==> src/uydtm_pkg.sv <==
// Shared types, configuration indexes and the tone table for the UYVY decimator.
package uydtm_pkg;

  localparam int unsigned CfgWidth = 12;
  localparam int unsigned CfgIdxWidth = 2;

  localparam logic [CfgIdxWidth-1:0] CFG_STEP_X    = 2'd0;
  localparam logic [CfgIdxWidth-1:0] CFG_STEP_Y    = 2'd1;
  localparam logic [CfgIdxWidth-1:0] CFG_OUT_PAIRS = 2'd2;
  localparam logic [CfgIdxWidth-1:0] CFG_OUT_ROWS  = 2'd3;

  typedef struct packed {
    logic [1:0]  step_x;
    logic [1:0]  step_y;
    logic [10:0] out_pairs;
    logic [11:0] out_rows;
  } cfg_t;

  typedef struct packed {
    logic       emit;
    logic [7:0] u;
    logic [7:0] ya;
    logic [7:0] v;
    logic [7:0] yb;
    logic       row_last;
    logic       frame_last;
  } pair_t;

  localparam logic [7:0] TONE_ROM [256] = '{
    8'h00,8'h00,8'h00,8'h00,8'h01,8'h01,8'h01,8'h01,8'h02,8'h02,8'h02,8'h02,8'h03,8'h03,8'h03,8'h03,
    8'h04,8'h04,8'h04,8'h04,8'h05,8'h05,8'h05,8'h05,8'h06,8'h06,8'h06,8'h06,8'h07,8'h07,8'h07,8'h07,
    8'h08,8'h08,8'h08,8'h08,8'h09,8'h09,8'h09,8'h09,8'h0A,8'h0A,8'h0A,8'h0A,8'h0B,8'h0B,8'h0B,8'h0B,
    8'h0C,8'h0C,8'h0C,8'h0C,8'h0D,8'h0D,8'h0D,8'h0D,8'h0E,8'h0E,8'h0E,8'h0E,8'h0F,8'h0F,8'h0F,8'h0F,
    8'h10,8'h10,8'h10,8'h10,8'h11,8'h11,8'h11,8'h11,8'h12,8'h12,8'h12,8'h12,8'h13,8'h13,8'h13,8'h14,
    8'h14,8'h14,8'h14,8'h14,8'h15,8'h15,8'h16,8'h16,8'h16,8'h17,8'h17,8'h17,8'h18,8'h18,8'h18,8'h19,
    8'h19,8'h19,8'h1A,8'h1A,8'h1A,8'h1B,8'h1B,8'h1C,8'h1C,8'h1C,8'h1D,8'h1D,8'h1E,8'h1E,8'h1F,8'h1F,
    8'h20,8'h20,8'h21,8'h21,8'h22,8'h22,8'h23,8'h23,8'h24,8'h24,8'h25,8'h25,8'h26,8'h26,8'h27,8'h27,
    8'h28,8'h28,8'h29,8'h29,8'h2A,8'h2B,8'h2C,8'h2C,8'h2D,8'h2E,8'h2E,8'h2F,8'h30,8'h30,8'h31,8'h31,
    8'h32,8'h33,8'h34,8'h34,8'h35,8'h36,8'h37,8'h37,8'h38,8'h39,8'h3A,8'h3B,8'h3C,8'h3D,8'h3D,8'h3E,
    8'h3F,8'h40,8'h41,8'h42,8'h43,8'h44,8'h45,8'h46,8'h47,8'h48,8'h49,8'h4A,8'h4B,8'h4C,8'h4D,8'h4E,
    8'h50,8'h51,8'h52,8'h53,8'h54,8'h55,8'h56,8'h57,8'h58,8'h5A,8'h5C,8'h5D,8'h5F,8'h60,8'h61,8'h63,
    8'h64,8'h66,8'h67,8'h69,8'h6A,8'h6B,8'h6D,8'h6F,8'h70,8'h72,8'h74,8'h75,8'h77,8'h79,8'h7A,8'h7C,
    8'h7E,8'h80,8'h82,8'h84,8'h86,8'h88,8'h8A,8'h8B,8'h8D,8'h90,8'h92,8'h94,8'h96,8'h98,8'h9A,8'h9B,
    8'h9F,8'hA1,8'hA3,8'hA6,8'hA8,8'hAB,8'hAD,8'hB0,8'hB2,8'hB5,8'hB7,8'hBA,8'hBD,8'hC0,8'hC2,8'hC5,
    8'hC8,8'hCB,8'hCE,8'hD1,8'hD4,8'hD6,8'hDA,8'hDD,8'hE0,8'hE3,8'hE6,8'hE9,8'hEC,8'hF0,8'hF4,8'hFA
  };

endpackage

==> src/uydtm_ctrl.sv <==
// Line, row and pair counters with the pending half-pair store that select the kept bytes.
module uydtm_ctrl
  import uydtm_pkg::*;
#(
  parameter int unsigned MaxLineMacropixels = 1024
) (
  input  logic       clk_i,
  input  logic       rst_ni,
  input  cfg_t       cfg_i,
  input  logic       adv_i,
  input  logic [7:0] u_i,
  input  logic [7:0] y0_i,
  input  logic [7:0] v_i,
  input  logic [7:0] y1_i,
  input  logic       line_end_i,
  input  logic       frame_start_i,
  output pair_t      pair_o
);

  localparam int unsigned ColWidth = $clog2(MaxLineMacropixels + 1);
  localparam logic [ColWidth-1:0] ColMax = ColWidth'(MaxLineMacropixels);

  logic [ColWidth-1:0] col_q, col_d, col_eff;
  logic [11:0] row_q, row_d, row_eff;
  logic [10:0] pair_q, pair_d, pair_eff;
  logic [11:0] rcnt_q, rcnt_d, rcnt_eff;
  logic [23:0] held_q;

  logic [11:0] ymask;
  logic [3:0]  period;
  logic [2:0]  phase;
  logic        row_kept, col_ok, active, sx0, store, emit;

  always_comb begin
    col_eff  = frame_start_i ? '0 : col_q;
    row_eff  = frame_start_i ? '0 : row_q;
    pair_eff = frame_start_i ? '0 : pair_q;
    rcnt_eff = frame_start_i ? '0 : rcnt_q;

    ymask    = (12'd1 << cfg_i.step_y) - 12'd1;
    row_kept = ((row_eff & ymask) == 12'd0) && (rcnt_eff < cfg_i.out_rows);
    col_ok   = col_eff < ColMax;
    active   = row_kept && col_ok && (pair_eff < cfg_i.out_pairs);

    period = 4'd1 << cfg_i.step_x;
    phase  = col_eff[2:0] & 3'(period - 4'd1);
    sx0    = cfg_i.step_x == 2'd0;
    store  = active && !sx0 && (phase == 3'd0);
    emit   = active && (sx0 || (phase == period[3:1]));

    pair_o.emit       = emit;
    pair_o.u          = sx0 ? u_i  : held_q[23:16];
    pair_o.ya         = sx0 ? y0_i : held_q[15:8];
    pair_o.v          = sx0 ? v_i  : held_q[7:0];
    pair_o.yb         = sx0 ? y1_i : y0_i;
    pair_o.row_last   = ({1'b0, pair_eff} + 12'd1) == {1'b0, cfg_i.out_pairs};
    pair_o.frame_last = pair_o.row_last &&
                        (({1'b0, rcnt_eff} + 13'd1) == {1'b0, cfg_i.out_rows});

    if (line_end_i) begin
      col_d  = '0;
      pair_d = '0;
      row_d  = row_eff + 12'd1;
      rcnt_d = row_kept ? rcnt_eff + 12'd1 : rcnt_eff;
    end else begin
      col_d  = col_ok ? col_eff + ColWidth'(1) : col_eff;
      pair_d = emit ? pair_eff + 11'd1 : pair_eff;
      row_d  = row_eff;
      rcnt_d = rcnt_eff;
    end
  end

  always_ff @(posedge clk_i or negedge rst_ni) begin
    if (!rst_ni) begin
      col_q  <= '0;
      row_q  <= '0;
      pair_q <= '0;
      rcnt_q <= '0;
    end else if (adv_i) begin
      col_q  <= col_d;
      row_q  <= row_d;
      pair_q <= pair_d;
      rcnt_q <= rcnt_d;
    end
  end

  always_ff @(posedge clk_i) begin
    if (adv_i && store) begin
      held_q <= {u_i, y0_i, v_i};
    end
  end

endmodule

==> src/uydtm_tone.sv <==
// Tone table lookup applied to all four bytes of a selected pair.
module uydtm_tone
  import uydtm_pkg::*;
(
  input  pair_t pair_i,
  output pair_t pair_o
);

  always_comb begin
    pair_o    = pair_i;
    pair_o.u  = TONE_ROM[pair_i.u];
    pair_o.ya = TONE_ROM[pair_i.ya];
    pair_o.v  = TONE_ROM[pair_i.v];
    pair_o.yb = TONE_ROM[pair_i.yb];
  end

endmodule

==> src/uydtm_core.sv <==
// Top level of the UYVY decimator with tone mapping: input and result registers.
// Input words are held in the input register, result words in the result register.
// Throughput: one input word per cycle, set by the single registered selection stage,
// while the output does not stall. Each input word gives zero or one result word.
// Reset clears the counters, valid flags and configuration; no clearing pass is needed.
module uyvy_decimate_tone_map_core
  import uydtm_pkg::*;
#(
  parameter int unsigned MAX_LINE_MACROPIXELS = 1024
) (
  input  logic                   clk_i,
  input  logic                   rst_ni,
  input  logic                   cfg_we_i,
  input  logic [CfgIdxWidth-1:0] cfg_idx_i,
  input  logic [CfgWidth-1:0]    cfg_data_i,
  input  logic                   in_valid_i,
  output logic                   in_ready_o,
  input  logic [7:0]             in_u_i,
  input  logic [7:0]             in_y0_i,
  input  logic [7:0]             in_v_i,
  input  logic [7:0]             in_y1_i,
  input  logic                   line_end_i,
  input  logic                   frame_start_i,
  output logic                   out_valid_o,
  input  logic                   out_ready_i,
  output logic [7:0]             out_u_o,
  output logic [7:0]             out_ya_o,
  output logic [7:0]             out_v_o,
  output logic [7:0]             out_yb_o,
  output logic                   row_last_o,
  output logic                   frame_last_o
);

  cfg_t cfg_q;

  logic       s1_valid_q, s1_adv;
  logic [7:0] s1_u_q, s1_y0_q, s1_v_q, s1_y1_q;
  logic       s1_eol_q, s1_sof_q;

  pair_t raw_pair, mapped_pair, out_q;
  logic  out_valid_q;

  always_ff @(posedge clk_i or negedge rst_ni) begin
    if (!rst_ni) begin
      cfg_q <= '0;
    end else if (cfg_we_i) begin
      unique case (cfg_idx_i)
        CFG_STEP_X:    cfg_q.step_x    <= cfg_data_i[1:0];
        CFG_STEP_Y:    cfg_q.step_y    <= cfg_data_i[1:0];
        CFG_OUT_PAIRS: cfg_q.out_pairs <= cfg_data_i[10:0];
        CFG_OUT_ROWS:  cfg_q.out_rows  <= cfg_data_i[11:0];
        default:       cfg_q           <= cfg_q;
      endcase
    end
  end

  assign s1_adv     = s1_valid_q && (!out_valid_q || out_ready_i);
  assign in_ready_o = !s1_valid_q || s1_adv;

  always_ff @(posedge clk_i or negedge rst_ni) begin
    if (!rst_ni) begin
      s1_valid_q <= 1'b0;
    end else if (in_ready_o) begin
      s1_valid_q <= in_valid_i;
    end
  end

  always_ff @(posedge clk_i) begin
    if (in_ready_o && in_valid_i) begin
      s1_u_q   <= in_u_i;
      s1_y0_q  <= in_y0_i;
      s1_v_q   <= in_v_i;
      s1_y1_q  <= in_y1_i;
      s1_eol_q <= line_end_i;
      s1_sof_q <= frame_start_i;
    end
  end

  uydtm_ctrl #(
    .MaxLineMacropixels(MAX_LINE_MACROPIXELS)
  ) u_ctrl (
    .clk_i        (clk_i),
    .rst_ni       (rst_ni),
    .cfg_i        (cfg_q),
    .adv_i        (s1_adv),
    .u_i          (s1_u_q),
    .y0_i         (s1_y0_q),
    .v_i          (s1_v_q),
    .y1_i         (s1_y1_q),
    .line_end_i   (s1_eol_q),
    .frame_start_i(s1_sof_q),
    .pair_o       (raw_pair)
  );

  uydtm_tone u_tone (
    .pair_i(raw_pair),
    .pair_o(mapped_pair)
  );

  always_ff @(posedge clk_i or negedge rst_ni) begin
    if (!rst_ni) begin
      out_valid_q <= 1'b0;
    end else if (s1_adv) begin
      out_valid_q <= raw_pair.emit;
    end else if (out_ready_i) begin
      out_valid_q <= 1'b0;
    end
  end

  always_ff @(posedge clk_i) begin
    if (s1_adv && raw_pair.emit) begin
      out_q <= mapped_pair;
    end
  end

  assign out_valid_o  = out_valid_q;
  assign out_u_o      = out_q.u;
  assign out_ya_o     = out_q.ya;
  assign out_v_o      = out_q.v;
  assign out_yb_o     = out_q.yb;
  assign row_last_o   = out_q.row_last;
  assign frame_last_o = out_q.frame_last;

endmodule
==> config.mk <==
export PLATFORM = sky130hd
export DESIGN_NAME = uyvy_decimate_tone_map_core
export DESIGN_NICKNAME = d
export VERILOG_FILES = /design/src/uydtm_pkg.sv /design/src/uydtm_ctrl.sv /design/src/uydtm_tone.sv /design/src/uydtm_core.sv
export SDC_FILE = /design/constraint.sdc
export NUM_CORES = 1
export LEC_CHECK = 0
export ABC_AREA = 0
export ABC_CLOCK_PERIOD_IN_PS = 6800
export BUFFER_PORTS_ARGS = -buffer_cell sky130_fd_sc_hd__buf_2
export CORE_MARGIN = 4
export CORE_UTILIZATION = 55
export CTS_CLUSTER_DIAMETER = 80
export DETAILED_ROUTE_END_ITERATION = 12
export PLACE_DENSITY = 0.85
export RECOVER_POWER = 25
export SLEW_MARGIN = 10
export SYNTH_ARGS = -nofsm -noshare
export SYNTH_HDL_FRONTEND = slang
export SYNTH_SLANG_ARGS = --single-unit
==> constraint.sdc <==
create_clock -name clk_i -period 6.8 [get_ports clk_i]
set_input_delay 1.02 -clock clk_i [delete_from_list [all_inputs] [get_ports clk_i]]
set_output_delay 1.02 -clock clk_i [all_outputs]
set_load 0.005 [all_outputs]
==> summary.md <==
| Metric | Value |
|---|---|
| Outcome | complete, but fails checks |
| Violated checks | capacitance limit, slew limit |
| Max stage delay on crit path | approximately 0.55 ns |
| Worst path bufs/invs | 3 |
| Sequential area share after synthesis | roughly a third |
| N_diodes | 0 |
| Hold Violations, Final | 0 |
| Final setup TNS | 0 ns |
| Fmax | roughly 0.23 GHz |
| Mean Syn Cell Area | approximately 8.5 sq um |
| Place WS | between 2 and 3 ns |
| Largest net degree at the start of global routing | 76 |
| # Post-CTS Setup Buffers | 0 |
| Initial Utilization | a little under three fifths |
| Cell Count, Final, Fillers Out | about 2,000 |
| Initial antenna violation count | 0 |
| Fill count | 2,103 |
| Startpoint type of the worst setup path | flop |
| DIE AREA | between 20,000 and 30,000 sq um |
| Drt wl/cell | roughly 20 um |
| Root Driver | clkbuf_16 |
| Via Count | approximately 13,000 |
| Hold_buf cts | 0 |
| Fin nets | 1,778 |
| Critical path's slowest cell | a2111oi_0 |
| RSZ-0062 raised after global routing | false |
| Synth Flop Type | edfxtp_1 |
| Relative slew slack | -166% |
| CTS tree | done |
| Max clock buf depth | 2 |
| EDFF count, synth | 92 |
| Die W | around 170 um |
| Row count | 57 |
| Post-synth cell types | just over 90 |
| Family with the most delay on the worst path | buffers and inverters |
| Final WL | slightly below 40,000 um |
| Power Dens Cells | roughly 310 nW/um^2 |
| Post-route cell area | roughly 15,000 sq um |
| Required time of the critical path | approximately 7 ns |
| Synth Instances | 1,627 |
| Drt drc | 0 |
| Mapped Area | ~14,000 sq um |
| Post-route setup slack | roughly 2.5 ns |
| Crit path top cell by count | buf_4 |
| Gpl congestion | around 0.96 |
| CP Class | flop to flop |
| Static leakage | approximately 6 nW |
| Clock buffer count from CTS | 17 |
| # H-tree levels | 4 |
| Drt pass-1 iters | 6 |
| Total gr overflow | 0 |
| Net Count, Synth | around 1,800 |
| Final min period | around 4.3 ns |
| Max Slew Vio Count | between 70 and 80 |
| Switch share | between 40 and 50% |
| Crit share post-route | 63.7% |
| Clk_lat worst skew | 0.44 ns |
| Final setup viols | 0 |
| Skew final | around 0.011 ns |
| DP Wirelength | 26,400 um |
| Clock Sinks | 167 |
| WP data arrival | roughly 4.4 ns |
| Port Buffer Count | a little under 90 |
| Die Span Y | 167 um |
| # IOs | 89 |
| Max VDD drop | roughly 0.00015 V |
| Pwr Total | about 4.6 mW |
| Vias in the first global route | about 12,000 |
| Synth async-reset ratio | approximately 45% |
| DP Cell Count | roughly 2,000 |
| Placed cell area | ~14,000 sq um |
| Comb pwr share | 48.4% |
| Worst-margin pin slew | roughly 4 ns |
| Max_cap viols | 1 |
| HP Class | flop to flop |
| Part of the power in registers | about a third |
| FF+latch count, synth | 167 |
| First-pass GRT wire length | around 63,000 um |
| Cell chain of the critical path | buf_4 > nor2b_1 > ha_1 > a21oi_1 > nor2_1 > a2111oi_0 > o211a_1 > and3_2 > nand2_1 > inv_1 > buf_4 |
| CP Capture Type | flop |
| Clock group share of total power | roughly 20% |
| Sw power | between 2 and 2.5 mW |
| Area grow syn2layout | 7.85% |
| Routed vias/inst | around 6.8 |
| Core area | between 20,000 and 25,000 sq um |
| Layout cells sized above 1 | between 10 and 15% |
| Cell-internal power | ~2.6 mW |
| Resize count post-CTS | 0 |
| CP max FO | between 60 and 70 |
| Synth warn | 0 |
| Tot GR Track Use | ~27% |
| Routed Antenna Nets | 0 |
| Clock-pin slew on the worst setup and hold paths | 0.07 ns |
| Detailed Route Iter0 Violations | 1,702 |
layer usage:
metal | up-vias | part of all wire [%] | GRT usage (%)
met1 | 6373 | 40 | 36.8
li1 | 6151 | - | -
met2 | 810 | 47 | 43.2
met5 | - | 0 | 0
met3 | 120 | 9.8 | 5.00
met4 | 0 | 3.3 | 9.71
area by class of cell:
| class | count | area, sq um | share of cell area (%) |
|---|---|---|---|
| Clock buffer | 20 | 458 | 3.06 |
| Timing Repair Buffer | 115 | 639 | 4.27 |
| Sequential cell | 167 | 4640 | 31.0 |
| Clock inverter | 12 | 90.1 | 0.602 |
| Inverter | 69 | 259 | 1.73 |
| Tap cell | 324 | 405 | 2.71 |
| Multi-Input combinational cell | 1277 | 8480 | 56.6 |
power groups by stage:
stage | clock network (mW) | logic, mW | registers [mW]
2_1_floorplan | 0 | 1.67 | 1.41
3_3_place_gp | 0 | 2.12 | 1.47
3_5_place_dp | 0 | 2.17 | 1.47
4_1_cts | 0.935 | 2.18 | 1.46
5_1_grt | 0.986 | 2.44 | 1.48
6_report | 0.931 | 2.24 | 1.46
synthesized netlist by cell type, drive strengths merged (6+ instances only):
| cell type | n | area, sq um |
|---|---|---|
| o21ai | 129 | 646 |
| a31oi | 39 | 250 |
| xnor2 | 31 | 279 |
| a211oi | 25 | 188 |
| o221ai | 11 | 96.3 |
| nor3 | 40 | 200 |
| a32oi | 8 | 70.1 |
| edfxtp | 92 | 2760 |
| dfrtp | 75 | 1880 |
| nor2b | 24 | 158 |
| nand3 | 56 | 298 |
| xor2 | 19 | 166 |
| nor2 | 110 | 415 |
| nor3b | 7 | 52.6 |
| a221oi | 16 | 140 |
| ha | 78 | 976 |
| nor4 | 20 | 146 |
| nand4 | 21 | 131 |
| o31ai | 12 | 90.1 |
| mux2i | 43 | 459 |
| clkbuf | 50 | 189 |
| o311ai | 8 | 70.1 |
| a21oi | 119 | 596 |
| mux2 | 40 | 450 |
| buf | 64 | 343 |
| o21a | 9 | 67.6 |
| nand2b | 11 | 76.3 |
| a22oi | 15 | 113 |
| a311oi | 6 | 52.6 |
| and3 | 18 | 114 |
| nand3b | 11 | 82.6 |
| o22ai | 17 | 106 |
| a221o | 11 | 110 |
| a2111oi | 10 | 87.6 |
| o211ai | 30 | 225 |
| nand2 | 188 | 706 |
| or4 | 7 | 52.6 |
| inv | 67 | 251 |
worst paths after layout:
path,from,end,depth (start not counted),slack [ns]
min in group asynchronous,rst_ni,cfg_q[21],1,1.97
setup / recovery,s1_sof_q,out_ya_o[2],11,2.47
setup reg to reg,s1_sof_q,out_ya_o[2],11,2.47
hold / removal,s1_v_q[7],u_ctrl.held_q[7],0,0.52
hold reg to reg,s1_v_q[7],u_ctrl.held_q[7],0,0.52
max in group asynchronous,rst_ni,u_ctrl.rcnt_q[11],1,2.60
metrics by stage:
stage                     hold WS [ns]  utilization [%]
after detailed placement         0.480             58.6
final                            0.516             60.8
after floorplan                  0.424                -
after global placement           0.475             58.6
after CTS                        0.510             60.9
after global routing             0.525             60.8
cells by family after synthesis:
| family | Yosys count | share of synthesized area (%) |
|---|---|---|
| AOI/OAI and AO/OA | 524 | 24.8 |
| xor gates and xnor gates | 50 | 3.21 |
| adders and majority gates | 79 | 7.10 |
| buffers and inverters | 183 | 5.70 |
| DFF | 167 | 33.4 |
| muxes | 83 | 6.55 |
| and+or+nand+nor | 541 | 19.2 |
cells in the final DEF, fill, tap and decap left out, drive strengths merged, types with 8 or more instances in the layout:
cell	instances
a22oi	15
mux2	40
a32oi	8
dfrtp	75
nand2	188
xor2	19
a221o	11
a31oi	39
buf	112
inv	73
a21oi	119
nor2	110
clkbuf	23
o221ai	11
o211ai	30
o21ai	129
nand2b	11
edfxtp	92
xnor2	31
and3	18
ha	78
o311ai	8
nand3b	11
nor3	40
o21a	9
a211oi	25
nor4	20
a221oi	16
o22ai	17
nor2b	24
o31ai	12
nand4	21
mux2i	43
a2111oi	10
nand3	56
registers in the layout, indices dropped and copies added, names as in the netlist, 11 cells and up:
name / flops
u_ctrl.rcnt_q: 12
u_ctrl.row_q: 12
u_ctrl.held_q: 24
cfg_q: 27
u_ctrl.col_q: 11
u_ctrl.pair_q: 11
(Power assumes the default switching activity.)
